$ cat src/design/dga_pkg.sv
`timescale 1ns / 1ps
`default_nettype none
// ----------------------------------------------------------------------------
// dga_pkg
// Shared widths, codes and types for the distance gain attenuation pipeline.
// ----------------------------------------------------------------------------
package dga_pkg;

  localparam int DIST_W    = 24;              // distance and register width
  localparam int SQ_W      = 2 * DIST_W;      // one squared axis difference
  localparam int SUM_W     = SQ_W + 2;        // sum of three squares
  localparam int ROOT_W    = DIST_W + 1;      // floor(sqrt(sum)) < 2^25
  localparam int QUOT_W    = 15;              // quotient bits of the ramp
  localparam int GAIN_W    = 16;
  localparam int CFG_IDX_W = 1;

  localparam logic [GAIN_W-1:0] GAIN_ONE = 16'h8000;

  localparam logic [CFG_IDX_W-1:0] CFG_NEAR = 1'b0;
  localparam logic [CFG_IDX_W-1:0] CFG_FAR  = 1'b1;

  localparam logic [DIST_W-1:0] NEAR_RST = 24'd256;
  localparam logic [DIST_W-1:0] FAR_RST  = 24'd12800;

  typedef enum logic [1:0] {
    MODE_CALC = 2'd0,
    MODE_FULL = 2'd1,
    MODE_ZERO = 2'd2
  } mode_e;

  // travels with each transaction down the pipe
  typedef struct packed {
    logic  gain_valid;
    mode_e mode;
  } tag_t;

endpackage

`default_nettype wire

$ cat src/design/dga_sqdist.sv
`timescale 1ns / 1ps
`default_nettype none
// ----------------------------------------------------------------------------
// dga_sqdist
// Squared Euclidean distance: abs differences, squares, sum (three stages).
// ----------------------------------------------------------------------------
module dga_sqdist #(
  parameter int PosW = 24
) (
  input  wire logic                       clk_i,
  input  wire logic                       rst_ni,
  input  wire logic                       en_i,
  input  wire logic                       valid_i,
  input  wire logic [PosW-1:0]            src_x_i,
  input  wire logic [PosW-1:0]            src_y_i,
  input  wire logic [PosW-1:0]            src_z_i,
  input  wire logic [PosW-1:0]            lis_x_i,
  input  wire logic [PosW-1:0]            lis_y_i,
  input  wire logic [PosW-1:0]            lis_z_i,
  input  wire logic                       present_i,
  input  wire logic                       force_i,
  output logic                            valid_o,
  output logic [dga_pkg::SUM_W-1:0]       sum_o,
  output dga_pkg::tag_t                   tag_o
);

  localparam int DiffW = PosW + 1;
  localparam int MagW  = (DiffW > dga_pkg::DIST_W + 1) ? DiffW : dga_pkg::DIST_W + 1;

  logic [PosW-1:0] src [3];
  logic [PosW-1:0] lis [3];
  logic [2:0]      huge;
  logic [dga_pkg::DIST_W-1:0] mag_d [3];

  logic [dga_pkg::DIST_W-1:0] mag_q [3];
  logic [dga_pkg::SQ_W-1:0]   sq_q  [3];
  logic [dga_pkg::SUM_W-1:0]  sum_q;
  dga_pkg::tag_t tag1_d, tag1_q, tag2_q, tag3_q;
  logic v1_q, v2_q, v3_q;

  assign src[0] = src_x_i;
  assign src[1] = src_y_i;
  assign src[2] = src_z_i;
  assign lis[0] = lis_x_i;
  assign lis[1] = lis_y_i;
  assign lis[2] = lis_z_i;

  for (genvar a = 0; a < 3; a++) begin : g_axis
    logic [DiffW-1:0] diff;
    logic [DiffW-1:0] mag;
    logic [MagW-1:0]  mag_ext;
    assign diff    = {src[a][PosW-1], src[a]} - {lis[a][PosW-1], lis[a]};
    assign mag     = diff[DiffW-1] ? DiffW'(~diff + 1'b1) : diff;
    assign mag_ext = MagW'(mag);
    assign huge[a] = |mag_ext[MagW-1:dga_pkg::DIST_W];
    assign mag_d[a] = mag_ext[dga_pkg::DIST_W-1:0];
  end

  always_comb begin
    tag1_d.gain_valid = force_i | present_i;
    if (force_i) begin
      tag1_d.mode = dga_pkg::MODE_FULL;
    end else if (!present_i || (|huge)) begin
      // no listener, or separation beyond any register value
      tag1_d.mode = dga_pkg::MODE_ZERO;
    end else begin
      tag1_d.mode = dga_pkg::MODE_CALC;
    end
  end

  always_ff @(posedge clk_i or negedge rst_ni) begin
    if (!rst_ni) begin
      v1_q <= 1'b0;
      v2_q <= 1'b0;
      v3_q <= 1'b0;
    end else if (en_i) begin
      v1_q <= valid_i;
      v2_q <= v1_q;
      v3_q <= v2_q;
    end
  end

  always_ff @(posedge clk_i) begin
    if (en_i) begin
      for (int a = 0; a < 3; a++) begin
        mag_q[a] <= mag_d[a];
        sq_q[a]  <= dga_pkg::SQ_W'(mag_q[a]) * dga_pkg::SQ_W'(mag_q[a]);
      end
      sum_q  <= dga_pkg::SUM_W'(sq_q[0]) + dga_pkg::SUM_W'(sq_q[1])
              + dga_pkg::SUM_W'(sq_q[2]);
      tag1_q <= tag1_d;
      tag2_q <= tag1_q;
      tag3_q <= tag2_q;
    end
  end

  assign valid_o = v3_q;
  assign sum_o   = sum_q;
  assign tag_o   = tag3_q;

endmodule

`default_nettype wire

$ cat config.mk
export PLATFORM = sky130hd
export DESIGN_NAME = dga_sqdist
export DESIGN_NICKNAME = d
export VERILOG_FILES = /design/src/design/dga_pkg.sv /design/src/design/dga_sqdist.sv
export SDC_FILE = /design/constraint.sdc
export NUM_CORES = 2
export LEC_CHECK = 0
export ABC_CLOCK_PERIOD_IN_PS = 7200
export BUFFER_PORTS_ARGS = -buffer_cell sky130_fd_sc_hd__buf_2
export CAP_MARGIN = 20
export CORE_MARGIN = 2
export CORE_UTILIZATION = 60
export DETAILED_ROUTE_END_ITERATION = 8
export MAX_ROUTING_LAYER = met4
export PLACE_DENSITY_LB_ADDON = 0.3
export REMOVE_ABC_BUFFERS = 1
export SYNTH_ARGS = -nofsm -noshare
export SYNTH_HDL_FRONTEND = slang
export SYNTH_SLANG_ARGS = --single-unit
$ cat constraint.sdc
create_clock -name clk_i -period 7.2 [get_ports clk_i]
set_clock_uncertainty 0.1 [all_clocks]
set_input_delay 0.72 -clock clk_i [delete_from_list [all_inputs] [get_ports clk_i]]
set_output_delay 0.72 -clock clk_i [all_outputs]
set_load 0.005 [all_outputs]
==> results.md <==
- Critical Path End Type: flop
- Worst setup SP type: flop
- CTS Buf Count: 36
- Grt ovf: 0
- Area grow syn2layout: 16.93%
- CTS sink count: 275
- CTS tree: done
- Synthesis Warnings: 0
- DR DRC count: 0
- Hold path depth: 1
- Die area: 111,700 µm²
- Failing checks: setup timing
- Max cap viols: 0
- Worst Reg-to-Reg Cells: 26
- Mean post-synth cell area: 9.556 µm²
- Top cells by area, synth: fa_1 40%, edfxtp_1 12%, ha_1 12%
- RSZ-0062 raised after global routing: yes
- Crit Path Class: flop to flop
- CTS root buffer: clkbuf_16
- Worst Hold Endpoint: tag1_q[0]
- Vias in the first global route: roughly 52k
- Arr. time, crit path: 7440 ps
- Hold Path Class: input port to flop
- Period utilization: 100.4%
- Cell count after synthesis: ~6.8k
- Crit path time final: around 7200 ps
- GRT Util Overall: about 30%
- Clock latency on the worst-skew pair: approximately 620 ps
- PnR worst setup slack: -28.84 ps
- Final wirelength: 159,600 µm
- Post-synth top area share: 40.29%
- Clock slew at reported path FFs: 60 ps
- Max-slew violation count: 0
- CTS max path bufs: 3
- Cell Area, Synth: 65,450 µm²
- Final net count: 9,751
- Detail Route Antenna Nets: 0
- Rel. slew slack: 27.38%
- Final TNS setup: -54.36 ps
- Die height: approximately 330 µm
- Via density per instance: 5.368
- Largest area contributor in the netlist: fa_1
- Critical R2R Capture: sq_q[0][95]
- Vias post-DR: 48.72k
- First-pass GRT wire length: 258,200 µm
- Crit Path Max Fanout: 8
- Asr flop ratio synth: approximately 1.1%
- CP Data Required Time: 7410 ps
- Largest net degree at the start of global routing: 140
- DR WL/cell: 17.59 µm
- Iter 0 DRT Violations: 2,965
- Share of cells above drive strength 1: 18.78%
- H-tree level count: 2
- Outcome: complete, but fails checks
- Sequential-to-total area share from yosys stat: 12.59%
- HPWL Detailed: ~130,000 µm
- Synth Flop Type: edfxtp_1
- TritonRoute pass-1 iters: 5
- FMAX: 138.3 MHz
- IO Pins: between 200 and 250
- Min-delay src: force_i
- R2r startpoint: mag_q[0][34]
- DIE WIDTH: approximately 330 µm
- EDFF count, synth: 272
- Final GP Congestion: 0.9562
- Count of cell types in the netlist: 84
- Synth Register Bits: 275
- Worst Tran Pin Value: 1084 ps
- Setup crit start: mag_q[0][34]
- R2r setup slk: -30 ps
- Initial Util: between 60% and 70%
- Core Area: 108,600 µm²
- Setup violators final: 2
- Rows: approximately 120
- Initial antenna violation count: 8
- Port bufs: 203
- Final hold viol count: 0
[cells in the mapped netlist (55+ instances only)]
cell and count:
inv_1 1935, fa_1 1317, ha_1 649, nand2_1 578, and2_1 345, edfxtp_1 272
xnor2_1 218, a21oi_1 206, nor2_1 182, clkbuf_1 178, o21ai_0 132, a21o_1 129
xor2_1 99, o21a_1 55
[logic make-up after synthesis]
kind of cell / synth area share (%)
flops: 12.59
fa+ha+maj: 52.69
compound gates: 7.559
other cells: 0.005730
buf+inv: 12.14
mux: 0.1988
xor+xnor: 4.242
simple gates: 10.56
[timing repair]
item | in CTS | in global routing
gates cloned | 0 | 1
pin swaps | 122 | 265
setup buffers | 55 | 90
hold buffers | 1 | 0
setup endpoints to repair | 46 | 59
resized for setup | 173 | 410
endpoints found under the hold margin | 3 | 0
[cell usage in the layout, fill, tap and decap left out, types with 40 or more instances in the layout]
cell type and instances:
inv_2 95, nand2_1 526, ha_1 610, nor2_1 172
xnor2_1 212, buf_2 202, and2_1 310, nand2b_1 43
fa_1 1245, a21oi_1 174, edfxtp_1 272, buf_4 604
xor2_1 95, inv_1 1839, buf_6 87, o21ai_0 107
a21o_1 129, fa_2 72, o21a_1 54, nand2_2 40
[layer usage]
layer  vias to the layer above  GRT usage (%)  share of wire, %
met5                         -              -                 0
met4                         0          9.316               3.5
met3                       331          3.502               6.1
met2                      1488          50.70                51
met1                     24510          37.68                39
li1                      22390              -                 -
[area by class of cell]
type                       count  area, µm²
tap                         1414       1769
clock buffer                  40      915.9
sequential                   275       8243
fill                        7737      32020
antenna                        1      2.502
timing repair buffer         927       7156
multi-input combinational   4460      50830
clock inverter                25      342.8
inverter                    1935       7266
[registers in the layout, indices dropped and copies added, names as in the netlist]
| signal | count |
|---|---|
| v1_q | 1 |
| tag1_q | 3 |
| tag_o | 3 |
| valid_o | 1 |
| v2_q | 1 |
| mag_q | 72 |
| sq_q | 141 |
| sum_o | 50 |
| tag2_q | 3 |
[critical path, stage by stage (launching register included)]
cell and delay [ps]:
edfxtp_1 410, buf_6 180, buf_12 140, and2_4 150
fa_1 530, inv_1 50, fa_1 540, inv_2 40
fa_1 520, fa_1 450, fa_1 510, fa_1 530
inv_1 50, fa_1 540, inv_2 60, ha_4 210
a21o_1 150, a21o_1 180, a21oi_2 180, o21bai_1 110
a211oi_2 330, o31ai_4 170, a21oi_2 210, nor2_2 70
a21oi_2 220, o21ai_2 100, xnor2_2 180
[how the worst max path moves through the flow]
stage	endpoint	slack [ps]	depth (start not counted)
CTS	sq_q[0][90]	-110	27
global route	sq_q[0][93]	-200	26
floorplan	sq_q[0][142]	-280	27
finish	sq_q[0][95]	-30	26
global placement	sq_q[0][140]	-370	28
detailed placement	sq_q[0][93]	-470	24
[stage by stage]
step                worst slack [ps]  util (%)  cells  instance area [µm²]  hold WS, ps
detailed placement            -468.3     66.55   8874                72240        304.5
global placement              -374.4     66.55   8874                72240        301.6
global route                  -197.5     70.50   9076                76520        236.1
floorplan                     -280.8         -   6670                64770        300.3
finish                        -28.84     70.50   9077                76530        245.3
CTS                           -108.2     68.64   8993                74510        219.4
Power is left out: the tool's default activity adds up to more than one toggle a clock period on the data nets, which glitch-free logic cannot reach.
