--- src/design/dga_pkg.sv ---
`timescale 1ns / 1ps
`default_nettype none
// ----------------------------------------------------------------------------
// dga_pkg
// Shared widths, codes and types for the distance gain attenuation pipeline.
// ----------------------------------------------------------------------------
package dga_pkg;

  localparam int DIST_W    = 24;              // distance and register width
  localparam int SQ_W      = 2 * DIST_W;      // one squared axis difference
  localparam int SUM_W     = SQ_W + 2;        // sum of three squares
  localparam int ROOT_W    = DIST_W + 1;      // floor(sqrt(sum)) < 2^25
  localparam int QUOT_W    = 15;              // quotient bits of the ramp
  localparam int GAIN_W    = 16;
  localparam int CFG_IDX_W = 1;

  localparam logic [GAIN_W-1:0] GAIN_ONE = 16'h8000;

  localparam logic [CFG_IDX_W-1:0] CFG_NEAR = 1'b0;
  localparam logic [CFG_IDX_W-1:0] CFG_FAR  = 1'b1;

  localparam logic [DIST_W-1:0] NEAR_RST = 24'd256;
  localparam logic [DIST_W-1:0] FAR_RST  = 24'd12800;

  typedef enum logic [1:0] {
    MODE_CALC = 2'd0,
    MODE_FULL = 2'd1,
    MODE_ZERO = 2'd2
  } mode_e;

  // travels with each transaction down the pipe
  typedef struct packed {
    logic  gain_valid;
    mode_e mode;
  } tag_t;

endpackage

`default_nettype wire

--- src/design/dga_ratio.sv ---
`timescale 1ns / 1ps
`default_nettype none
// ----------------------------------------------------------------------------
// dga_ratio
// Near/far classification, then a restoring divide for the linear ramp:
// quot = floor(2^15 * (far - d) / (far - near)), one quotient bit a stage.
// ----------------------------------------------------------------------------
module dga_ratio (
  input  wire logic                        clk_i,
  input  wire logic                        rst_ni,
  input  wire logic                        en_i,
  input  wire logic                        valid_i,
  input  wire logic [dga_pkg::ROOT_W-1:0]  root_i,
  input  wire dga_pkg::tag_t               tag_i,
  input  wire logic [dga_pkg::DIST_W-1:0]  near_i,
  input  wire logic [dga_pkg::DIST_W-1:0]  far_i,
  output logic                             valid_o,
  output logic [dga_pkg::QUOT_W-1:0]       quot_o,
  output dga_pkg::tag_t                    tag_o
);

  localparam int Steps = dga_pkg::QUOT_W;
  localparam int DW    = dga_pkg::DIST_W;

  // classification stage
  dga_pkg::tag_t  tag_c_d, tag_c_q;
  logic [DW-1:0]  num_c_d, num_c_q;
  logic [DW-1:0]  den_c_d, den_c_q;
  logic           v_c_q;
  logic [DW:0]    near_ext, far_ext;

  assign near_ext = {1'b0, near_i};
  assign far_ext  = {1'b0, far_i};

  always_comb begin
    tag_c_d = tag_i;
    num_c_d = DW'(far_ext - root_i);
    den_c_d = far_i - near_i;
    if (tag_i.mode == dga_pkg::MODE_CALC) begin
      if (root_i <= near_ext) begin
        tag_c_d.mode = dga_pkg::MODE_FULL;
      end else if (far_ext <= root_i) begin
        // also covers far not above near
        tag_c_d.mode = dga_pkg::MODE_ZERO;
      end
    end
  end

  always_ff @(posedge clk_i or negedge rst_ni) begin
    if (!rst_ni) begin
      v_c_q <= 1'b0;
    end else if (en_i) begin
      v_c_q <= valid_i;
    end
  end

  always_ff @(posedge clk_i) begin
    if (en_i) begin
      tag_c_q <= tag_c_d;
      num_c_q <= num_c_d;
      den_c_q <= den_c_d;
    end
  end

  // divide stages; in calc mode the remainder stays below the divisor
  logic [DW-1:0]     rem_in [Steps];
  logic [DW-1:0]     den_in [Steps];
  logic [Steps-1:0]  q_in   [Steps];
  dga_pkg::tag_t     t_in   [Steps];
  logic              v_in   [Steps];

  logic [DW-1:0]     rem_q  [Steps];
  logic [DW-1:0]     den_q  [Steps];
  logic [Steps-1:0]  q_q    [Steps];
  dga_pkg::tag_t     t_q    [Steps];
  logic              v_q    [Steps];

  for (genvar s = 0; s < Steps; s++) begin : g_step
    logic [DW:0] twice;
    logic        take;

    if (s == 0) begin : g_first
      assign rem_in[s] = num_c_q;
      assign den_in[s] = den_c_q;
      assign q_in[s]   = '0;
      assign t_in[s]   = tag_c_q;
      assign v_in[s]   = v_c_q;
    end else begin : g_next
      assign rem_in[s] = rem_q[s-1];
      assign den_in[s] = den_q[s-1];
      assign q_in[s]   = q_q[s-1];
      assign t_in[s]   = t_q[s-1];
      assign v_in[s]   = v_q[s-1];
    end

    assign twice = {rem_in[s], 1'b0};
    assign take  = twice >= {1'b0, den_in[s]};

    always_ff @(posedge clk_i or negedge rst_ni) begin
      if (!rst_ni) begin
        v_q[s] <= 1'b0;
      end else if (en_i) begin
        v_q[s] <= v_in[s];
      end
    end

    always_ff @(posedge clk_i) begin
      if (en_i) begin
        rem_q[s] <= take ? DW'(twice - {1'b0, den_in[s]}) : DW'(twice);
        den_q[s] <= den_in[s];
        q_q[s]   <= {q_in[s][Steps-2:0], take};
        t_q[s]   <= t_in[s];
      end
    end
  end

  assign valid_o = v_q[Steps-1];
  assign quot_o  = q_q[Steps-1];
  assign tag_o   = t_q[Steps-1];

endmodule

`default_nettype wire
--- config.mk ---
export PLATFORM = sky130hd
export DESIGN_NAME = dga_ratio
export DESIGN_NICKNAME = d
export VERILOG_FILES = /design/src/design/dga_pkg.sv /design/src/design/dga_ratio.sv
export SDC_FILE = /design/constraint.sdc
export NUM_CORES = 2
export LEC_CHECK = 0
export BUFFER_PORTS_ARGS = -buffer_cell sky130_fd_sc_hd__buf_2
export CAP_MARGIN = 20
export CORE_ASPECT_RATIO = 0.9
export CORE_MARGIN = 2
export CORE_UTILIZATION = 40
export CTS_BUF_LIST = sky130_fd_sc_hd__clkbuf_16
export CTS_CLUSTER_DIAMETER = 80
export DETAILED_ROUTE_END_ITERATION = 7
export GPL_TIMING_DRIVEN = 0
export SKIP_LAST_GASP = 1
export SLEW_MARGIN = 20
export SYNTH_ARGS = -nofsm -noshare
export SYNTH_HDL_FRONTEND = slang
export SYNTH_SLANG_ARGS = --single-unit
--- constraint.sdc ---
create_clock -name clk_i -period 4.55 [get_ports clk_i]
set_clock_uncertainty 0.1 [all_clocks]
set_input_delay 0.455 -clock clk_i [delete_from_list [all_inputs] [get_ports clk_i]]
set_output_delay 0.455 -clock clk_i [all_outputs]
set_load 0.01 [all_outputs]
==> metrics.md <==
| Metric | Value |
|---|---|
| Clock-pin slew on the worst setup and hold paths | 0.06 ns |
| Worst slew margin | 35.2% |
| Longest Clk Path Bufs | 3 |
| Final ANT Viol Nets | 0 |
| Synthesis-to-finish area growth | 12.2% |
| Outcome | complete, no violations |
| Tightest Pin Transition | 0.959 ns |
| H-Tree Depth | 3 |
| N_diodes | 0 |
| First-pass GRT wire length | 181 mm |
| Layer with the highest usage | met2 |
| Synth cell types | 89 |
| Row count | 125 |
| Routability cong. | 0.895 |
| Fin. max-slew vios | 0 |
| Kind of end point of the critical path | register |
| Die Span Y | 347 um |
| Congestion Overflow GR | 0 |
| Top Ports | 99 |
| Gr usage total | 16.8% |
| Sequential area share after synthesis | 51.7% |
| WP data arrival | 4.69 ns |
| CP bufs+invs | 2 |
| Most common flop cell mapped by yosys | edfxtp_1 |
| Estimated wirelength of the detail-placed design | 84.5 mm |
| Final hold slack | 0.0597 ns |
| Commonest non-fill, non-tap cells in the layout | edfxtp_1, inv_1, ha_1 |
| Critical path's top delay family | compound AO/OA/AOI/OAI gates |
| Total wire length | 112 mm |
| Vias in the first global route | 34600 |
| Core Area | 129000 um^2 |
| Post-CTS Setup Inserts | 0 |
| Via count | 34400 |
| Final min period | 4.35 ns |
| Count of buffers from port buffering | 98 |
| Clk root buf | clkbuf_16 |
| Met3 usage | 2.56% |
| Final worst slack | 0.199 ns |
| Clock sink count | 904 |
| Layout cell share with drive strength beyond 1 | 11.1% |
| Chip width | 385 um |
| Maximum fanout along the worst path | 10 |
| Initial antenna violation count | 0 |
| Crit path max-delay cell type | o21ai_2 |
| Starting Density | 40.4% |
| R2r setup slk | 0.20 ns |
| Syn Nets | 5098 |
| Post-Layout Cell Count | 6589 |
| Place WS | -0.128 ns |
| Peak per-stage delay on the critical path | 0.52 ns |
| WP data required | 4.89 ns |
| M2 GR Usage | 30.5% |
| #FFs+latches synth | 904 |
| Share of flip-flops with an asynchronous set or reset | 1.77% |
| Fill cell count | 11900 |
| Avg Cell Area, Syn | 11.5 um^2 |
| RSZ-0062 raised after global routing | no |
| Crit-path cells | ha_1 -> nand4_1 -> nor2_1 -> o221ai_1 -> a31o_2 -> o31ai_1 -> o31ai_1 -> o21ai_2 -> buf_2 -> buf_2 -> a21oi_1 |
| Synthesized area | 52400 um^2 |
| CTS tree | done |
| Fin crit share | 95.6% |
| Synth Warn # | 0 |
| Number of flops mapped to enable cells by yosys | 888 |
| Skew-Pair Late Insertion Delay | 0.73 ns |
| LEAKAGE | 24.1 nW |
| Largest net degree at the start of global routing | 145 |
| Final nets | 5314 |
| Residual DRC | 0 |
| Most common cell after layout, fill and taps aside | edfxtp_1 |
| Count of final hold-check violations | 0 |
| Placed Instances | 6391 |
| First-pass detailed-route iteration total | 6 |
| Fmax achieved | 0.230 GHz |
| Final setup TNS | 0 ns |
| Peak supply drop | 0.000361 V |
| Worst setup SP type | register |
| Die area | 134000 um^2 |
| WL per Instance | 17.0 um |
| Pwr Density | 695 nW/um^2 |
| Crit Path Category | reg2reg |
| Total CTS buffers | 104 |
| Via density | 5.22 |
| Maxcap violations | 0 |
| Hold Crit Class | in2async |
| GR met1 Demand/Resource | 19.9% |
| Syn Inst Count | 4572 |
| Final setup fails | 0 |
| Initial drt markers | 1868 |
-- per-layer routing --
metal	up-vias	routed length [um]	part of all wire, %
met5	-	0	0
met4	0	3920	3.5
met3	226	3510	3.1
li1	17300	-	-
met1	16400	47600	42
met2	529	57000	51
-- cells by family after synthesis --
family                     after synthesis  synth area share [%]
adders and majority gates              446                  10.9
AOI/OAI and AO/OA                     1134                  14.1
buffers and inverters                  598                  4.47
DFF                                    904                  51.7
and+or+nand+nor                        954                  8.79
xor gates and xnor gates               290                  4.85
muxes                                  246                  5.25
-- metrics by stage --
step                      cell area [um^2]  power (W)  util (%)
after floorplan                      52400     0.0279         -
after global placement               55000     0.0325      42.5
after detailed placement             55200     0.0325      42.6
after CTS                            58800     0.0412      45.4
after global routing                 58800     0.0439      45.4
final                                58800     0.0408      45.4
-- cells in the mapped netlist (all sizes together) (93+ instances only) --
| library cell | instances | area [um^2] |
|---|---|---|
| nor2 | 279 | 1050 |
| o21ai | 251 | 1260 |
| ha | 430 | 5380 |
| a21o | 165 | 1240 |
| inv | 520 | 1950 |
| mux2 | 229 | 2580 |
| xnor2 | 194 | 1700 |
| edfxtp | 888 | 26700 |
| nand2 | 229 | 860 |
| a21oi | 342 | 1720 |
| xor2 | 96 | 841 |
| nand3 | 93 | 465 |
-- layout make-up --
cell class / count / area, um^2 / share of cell area [%]
clock buffers: 106 / 2650 / 4.51
inverters: 520 / 1950 / 3.32
well taps: 1714 / 2140 / 3.65
plain buffers: 78 / 390 / 0.664
clock inverters: 87 / 830 / 1.41
repair buffers: 110 / 748 / 1.27
flip-flops and latches: 904 / 27100 / 46.1
multi-input cells: 3070 / 23000 / 39.1
-- registers in the layout, summed over array words and instances (netlist names) --
name / count
v_c_q: 1
t_in: 3
q_q: 120
valid_o: 1
rem_q: 336
den_q: 336
t_q: 45
den_c_q: 24
v_in: 14
num_c_q: 24
-- repair_timing --
item	4_1_cts	5_1_grt
gates resized for setup	1	4
setup endpoints to repair	9	33
hold endpoints to repair	36	0
hold buffers	5	0
-- final timing paths --
path,from,end,cells past startpoint
min in group clk_i,tag_i[0],t_in[42],3
setup reg to reg,rem_q[1][33],rem_q[1][68],11
max in group asynchronous,rst_ni,v_in[7],2
setup / recovery,rem_q[1][33],rem_q[1][68],11
hold / removal,rst_ni,v_c_q,2
hold reg to reg,t_in[42],t_q[0][0],0
-- report_power, final --
part / internal [W] / switching (W) / total, W
logic: 0.00850 / 0.0103 / 0.0188
clock network: 0.00488 / 0.00350 / 0.00838
registers: 0.0125 / 0.00120 / 0.0137
total: 0.0259 / 0.0149 / 0.0408
Note: power is estimated with default switching activity, not from simulation.
