## src/design/dga_pkg.sv

```systemverilog
`timescale 1ns / 1ps
`default_nettype none
// ----------------------------------------------------------------------------
// dga_pkg
// Shared widths, codes and types for the distance gain attenuation pipeline.
// ----------------------------------------------------------------------------
package dga_pkg;

  localparam int DIST_W    = 24;              // distance and register width
  localparam int SQ_W      = 2 * DIST_W;      // one squared axis difference
  localparam int SUM_W     = SQ_W + 2;        // sum of three squares
  localparam int ROOT_W    = DIST_W + 1;      // floor(sqrt(sum)) < 2^25
  localparam int QUOT_W    = 15;              // quotient bits of the ramp
  localparam int GAIN_W    = 16;
  localparam int CFG_IDX_W = 1;

  localparam logic [GAIN_W-1:0] GAIN_ONE = 16'h8000;

  localparam logic [CFG_IDX_W-1:0] CFG_NEAR = 1'b0;
  localparam logic [CFG_IDX_W-1:0] CFG_FAR  = 1'b1;

  localparam logic [DIST_W-1:0] NEAR_RST = 24'd256;
  localparam logic [DIST_W-1:0] FAR_RST  = 24'd12800;

  typedef enum logic [1:0] {
    MODE_CALC = 2'd0,
    MODE_FULL = 2'd1,
    MODE_ZERO = 2'd2
  } mode_e;

  // travels with each transaction down the pipe
  typedef struct packed {
    logic  gain_valid;
    mode_e mode;
  } tag_t;

endpackage

`default_nettype wire

```

## src/design/dga_isqrt.sv

```systemverilog
`timescale 1ns / 1ps
`default_nettype none
// ----------------------------------------------------------------------------
// dga_isqrt
// Exact integer square root, one result bit per pipeline stage.
// ----------------------------------------------------------------------------
module dga_isqrt (
  input  wire logic                        clk_i,
  input  wire logic                        rst_ni,
  input  wire logic                        en_i,
  input  wire logic                        valid_i,
  input  wire logic [dga_pkg::SUM_W-1:0]   sum_i,
  input  wire dga_pkg::tag_t               tag_i,
  output logic                             valid_o,
  output logic [dga_pkg::ROOT_W-1:0]       root_o,
  output dga_pkg::tag_t                    tag_o
);

  localparam int Steps = dga_pkg::ROOT_W;
  localparam int RW    = dga_pkg::SUM_W + 1;

  logic [RW-1:0] n_in [Steps];
  logic [RW-1:0] r_in [Steps];
  dga_pkg::tag_t t_in [Steps];
  logic          v_in [Steps];

  logic [RW-1:0] n_q [Steps];
  logic [RW-1:0] r_q [Steps];
  dga_pkg::tag_t t_q [Steps];
  logic          v_q [Steps];

  for (genvar s = 0; s < Steps; s++) begin : g_step
    localparam logic [RW-1:0] Bit = RW'(1) << (2 * (Steps - 1 - s));
    logic [RW-1:0] trial;
    logic          take;

    if (s == 0) begin : g_first
      assign n_in[s] = RW'(sum_i);
      assign r_in[s] = '0;
      assign t_in[s] = tag_i;
      assign v_in[s] = valid_i;
    end else begin : g_next
      assign n_in[s] = n_q[s-1];
      assign r_in[s] = r_q[s-1];
      assign t_in[s] = t_q[s-1];
      assign v_in[s] = v_q[s-1];
    end

    assign trial = r_in[s] + Bit;
    assign take  = n_in[s] >= trial;

    always_ff @(posedge clk_i or negedge rst_ni) begin
      if (!rst_ni) begin
        v_q[s] <= 1'b0;
      end else if (en_i) begin
        v_q[s] <= v_in[s];
      end
    end

    always_ff @(posedge clk_i) begin
      if (en_i) begin
        n_q[s] <= take ? n_in[s] - trial : n_in[s];
        r_q[s] <= take ? (r_in[s] >> 1) + Bit : r_in[s] >> 1;
        t_q[s] <= t_in[s];
      end
    end
  end

  assign valid_o = v_q[Steps-1];
  assign root_o  = r_q[Steps-1][dga_pkg::ROOT_W-1:0];
  assign tag_o   = t_q[Steps-1];

endmodule

`default_nettype wire

```

## config.mk

```make
export PLATFORM = sky130hd
export DESIGN_NAME = dga_isqrt
export DESIGN_NICKNAME = d
export VERILOG_FILES = /design/src/design/dga_pkg.sv /design/src/design/dga_isqrt.sv
export SDC_FILE = /design/constraint.sdc
export NUM_CORES = 2
export LEC_CHECK = 0
export BUFFER_PORTS_ARGS = -buffer_cell sky130_fd_sc_hd__buf_4
export CORE_MARGIN = 8
export CORE_UTILIZATION = 35
export CTS_CLUSTER_DIAMETER = 80
export DETAILED_ROUTE_END_ITERATION = 7
export PLACE_DENSITY_LB_ADDON = 0.1
export SLEW_MARGIN = 20
export SYNTH_ARGS = -nofsm -noshare
export SYNTH_HDL_FRONTEND = slang
export SYNTH_SLANG_ARGS = --single-unit
export TNS_END_PERCENT = 20
```

## constraint.sdc

```tcl
create_clock -name clk_i -period 6.6 [get_ports clk_i]
set_clock_uncertainty 0.15 [all_clocks]
set_input_delay 0.66 -clock clk_i [delete_from_list [all_inputs] [get_ports clk_i]]
set_output_delay 0.66 -clock clk_i [all_outputs]
set_load 0.01 [all_outputs]
```

==> impl_metrics.py <==
metrics = {
    "run_status": {
        "outcome": "finished, final reports clean",
    },
    "synth": {
        "postSynth.topFlopCell": "sky130_fd_sc_hd__edfxtp_1",
        "synth_edf_count": 1624,
        "ys_async_sr_fraction_pct": 1.52,
        "ys_types": 91,
        "synth.top_cells.by_area": "sky130_fd_sc_hd__edfxtp_1, sky130_fd_sc_hd__ha_1, sky130_fd_sc_hd__xor2_1",
        "synthesis.nets": 6407,
        "ys.warnings.count": 0,
        "ys_ff_latch": 1649,
        "post_synth_instance_area_um2": 77400,
        "library_cell_with_the_highest_instance_count_after_synthesis": "sky130_fd_sc_hd__edfxtp_1",
        "synth_top_area_share_pct": 63.0,
        "synthCells": 6004,
        "share_of_synthesized_area_occupied_by_flip_flops_and_latches_pct": 63.8,
        "ys_top_cells_by_count": "sky130_fd_sc_hd__edfxtp_1, sky130_fd_sc_hd__inv_1, sky130_fd_sc_hd__nand2_1",
        "post-synth-top-area-cell": "sky130_fd_sc_hd__edfxtp_1",
        "syn_avg_cell_area_um2": 12.9,
    },
    "timing": {
        "max_clock_freq_mhz": 222,
        "max_slew_violation_total_from_the_final_report": 0,
        "setup_viol_count_final": 0,
        "fin_worst_hold_slack_ns": 0.189,
        "finalWorstPathRequiredPeriod_ns": 4.51,
        "finalHoldViolations": 0,
        "final_cycle_share_pct": 68.4,
        "slew_headroom_pct": 28.6,
        "grt_setup_unrepaired": "false",
        "setup_ws_ns": 2.09,
        "worst-slew-pin-transition_ns": 1.07,
        "setup-tns-final_ns": 0,
    },
    "grt": {
        "grt_max_degree": 166,
        "initial_antenna_violation_count": 3,
        "grt_pass1_wl_mm": 289,
        "first_global_vias": 48100,
        "globalRouteTotalUtil_pct": 15.5,
        "globalRouteOverflowTotal": 0,
    },
    "clocking": {
        "cts.htree.levels": 4,
        "cts.sink_count": 1649,
        "cts_root_buffer": "sky130_fd_sc_hd__clkbuf_16",
        "worst_skew_pair.late_latency_ns": 0.82,
        "cts_made_buffers": 187,
        "cts_buffer_depth": 3,
        "clk_transition_reported_paths_ns": 0.06,
        "clock_tree_from_tritoncts": "yes",
    },
    "floorplan": {
        "core_outline_area_um2": 220000,
        "initial_utilization_pct": 35.2,
        "die_width_um": 486,
        "floorplan.io_pins": 86,
        "core.rowCount": 172,
        "dieArea_um2": 236000,
        "die_height_um": 486,
    },
    "worst_setup_path": {
        "crit_path_start_kind": "flip-flop",
        "timing_worst_setup_path_type": "reg2reg",
        "worstPathMaxFanout": 43,
        "critical_path_required_ns": 7.02,
        "worstSetupEndpointType": "flip-flop",
        "worstPathArrival_ns": 4.93,
    },
    "placement": {
        "detailedPlace.worstSlack_ns": 2.04,
        "gp_congestion": 0.860,
        "detailed_place_hpwl_mm": 140,
        "portBuffers": 85,
    },
    "routing": {
        "drt-vias-per-instance": 5.05,
        "drt_wl_total_mm": 188,
        "drt_first_iter_violations": 3209,
        "dr.pass1.iters": 7,
        "route.detailed.drc": 0,
        "route.vias.total": 47400,
        "ant_nets": 0,
        "detail_route.wl_per_cell_um": 20.0,
    },
    "cells_and_area": {
        "final.fill_count": 20600,
        "final_net_count": 6672,
        "drive_above_1_share_pct": 8.61,
        "areaGrowthSynthToFinish_pct": 14.6,
    },
    "run": {
        "timing.max_cap.violations": 0,
    },
    "hold_path": {
        "worstHoldPathType": "in2async",
    },
    "power_and_ir_drop": {
        "post-layout-total-power_mw": 29.6,
        "ir_drop_mv": 0.250,
        "total_leakage_power_nw": 32.7,
        "power_density_nw_per_um2": 334,
    },
}
==> routing by layer <==
layer | track usage [%] | vias to the layer above | wire [um]
met5 | 0 | - | 0
met4 | 4.61 | 0 | 5540
met1 | 18.7 | 23200 | 79000
met2 | 28.7 | 792 | 97600
met3 | 2.18 | 277 | 6020
li1 | - | 23100 | -
==> final timing paths <==
path / startpoint / depth (start not counted) / to / slack (ns)
setup / recovery: n_q[2][282]$_DFFE_PP_ / 9 / n_q[2][322]$_DFFE_PP_ / 2.09
min in group clk_i: t_q[0][13]$_DFFE_PP_ / 0 / t_q[0][16]$_DFFE_PP_ / 0.21
hold / removal: rst_ni / 2 / valid_o$_DFFE_PN0P_ / 0.19
max in group asynchronous: rst_ni / 2 / v_in[16]$_DFFE_PN0P_ / 5.87
hold reg to reg: t_q[0][13]$_DFFE_PP_ / 0 / t_q[0][16]$_DFFE_PP_ / 0.21
setup reg to reg: n_q[2][282]$_DFFE_PP_ / 9 / n_q[2][322]$_DFFE_PP_ / 2.09
==> cells by family after synthesis <==
logic type | after synthesis | synth area share, %
DFF | 1649 | 63.8
AOI/OAI and AO/OA | 1103 | 8.90
muxes | 82 | 1.18
and+or+nand+nor | 1726 | 11.6
other | 1 | 0.00485
adders and majority gates | 346 | 5.60
xor gates and xnor gates | 536 | 6.07
buffers and inverters | 561 | 2.77
==> registers in the layout (all words and copies together) (netlist names) <==
register	flops
r_q	325
n_q	1224
v_in	24
t_q	75
valid_o	1
==> critical path, cell delays in order (launching register included) <==
cell                       delay, ns
sky130_fd_sc_hd__edfxtp_1       0.40
sky130_fd_sc_hd__ha_1           0.26
sky130_fd_sc_hd__or4_1          0.57
sky130_fd_sc_hd__or3b_2         0.50
sky130_fd_sc_hd__nor4bb_1       0.56
sky130_fd_sc_hd__o311ai_1       0.19
sky130_fd_sc_hd__a21oi_1        0.20
sky130_fd_sc_hd__or2_2          0.73
sky130_fd_sc_hd__buf_4          0.36
sky130_fd_sc_hd__mux2_2         0.36
==> cell usage in the layout, fill, tap and decap left out, types with 102 or more instances in the layout <==
cell type / instances
sky130_fd_sc_hd__edfxtp_1: 1624
sky130_fd_sc_hd__a21o_1: 116
sky130_fd_sc_hd__inv_1: 448
sky130_fd_sc_hd__buf_4: 118
sky130_fd_sc_hd__nor4_1: 194
sky130_fd_sc_hd__ha_1: 346
sky130_fd_sc_hd__clkbuf_16: 188
sky130_fd_sc_hd__nor3_1: 184
sky130_fd_sc_hd__nand3_1: 102
sky130_fd_sc_hd__o21ai_0: 322
sky130_fd_sc_hd__nor2_1: 330
sky130_fd_sc_hd__xor2_1: 276
sky130_fd_sc_hd__nand2_1: 409
sky130_fd_sc_hd__a21oi_1: 307
sky130_fd_sc_hd__xnor2_1: 260
==> report_power, final <==
group,leakage [nW],switching (mW),total (mW),internal [mW]
Clock,3.03,4.36,10.5,6.10
Sequential,15.9,1.00,14.1,13.1
Combinational,13.8,2.98,5.05,2.08
==> what timing repair did <==
| item | in CTS | in global routing |
|---|---|---|
| endpoints found under the setup margin | 0 | 0 |
| hold endpoints to repair | 80 | 0 |
| hold buffers | 56 | 0 |
| buffers inserted | 0 | 0 |
| gates resized for setup | 0 | 0 |
==> stage by stage <==
| step | area, um^2 | cells | utilization, % |
|---|---|---|---|
| floorplan | 77400 | 6004 | - |
| global placement | 81800 | 8980 | 37.2 |
| detailed placement | 81800 | 8982 | 37.2 |
| CTS | 88600 | 9382 | 40.3 |
| global route | 88600 | 9383 | 40.3 |
| finish | 88600 | 9387 | 40.3 |
==> layout make-up <==
type | count | area, um^2 | share of cell area (%)
clock buffers | 215 | 4820 | 5.43
flip-flops and latches | 1649 | 49400 | 55.7
repair buffers | 185 | 1660 | 1.87
diodes | 5 | 12.5 | 0.0141
clock inverters | 129 | 1440 | 1.62
inverters | 452 | 1700 | 1.91
multi-input cells | 3794 | 25900 | 29.3
well taps | 2958 | 3700 | 4.18
Note: power is estimated with default switching activity, not from simulation.
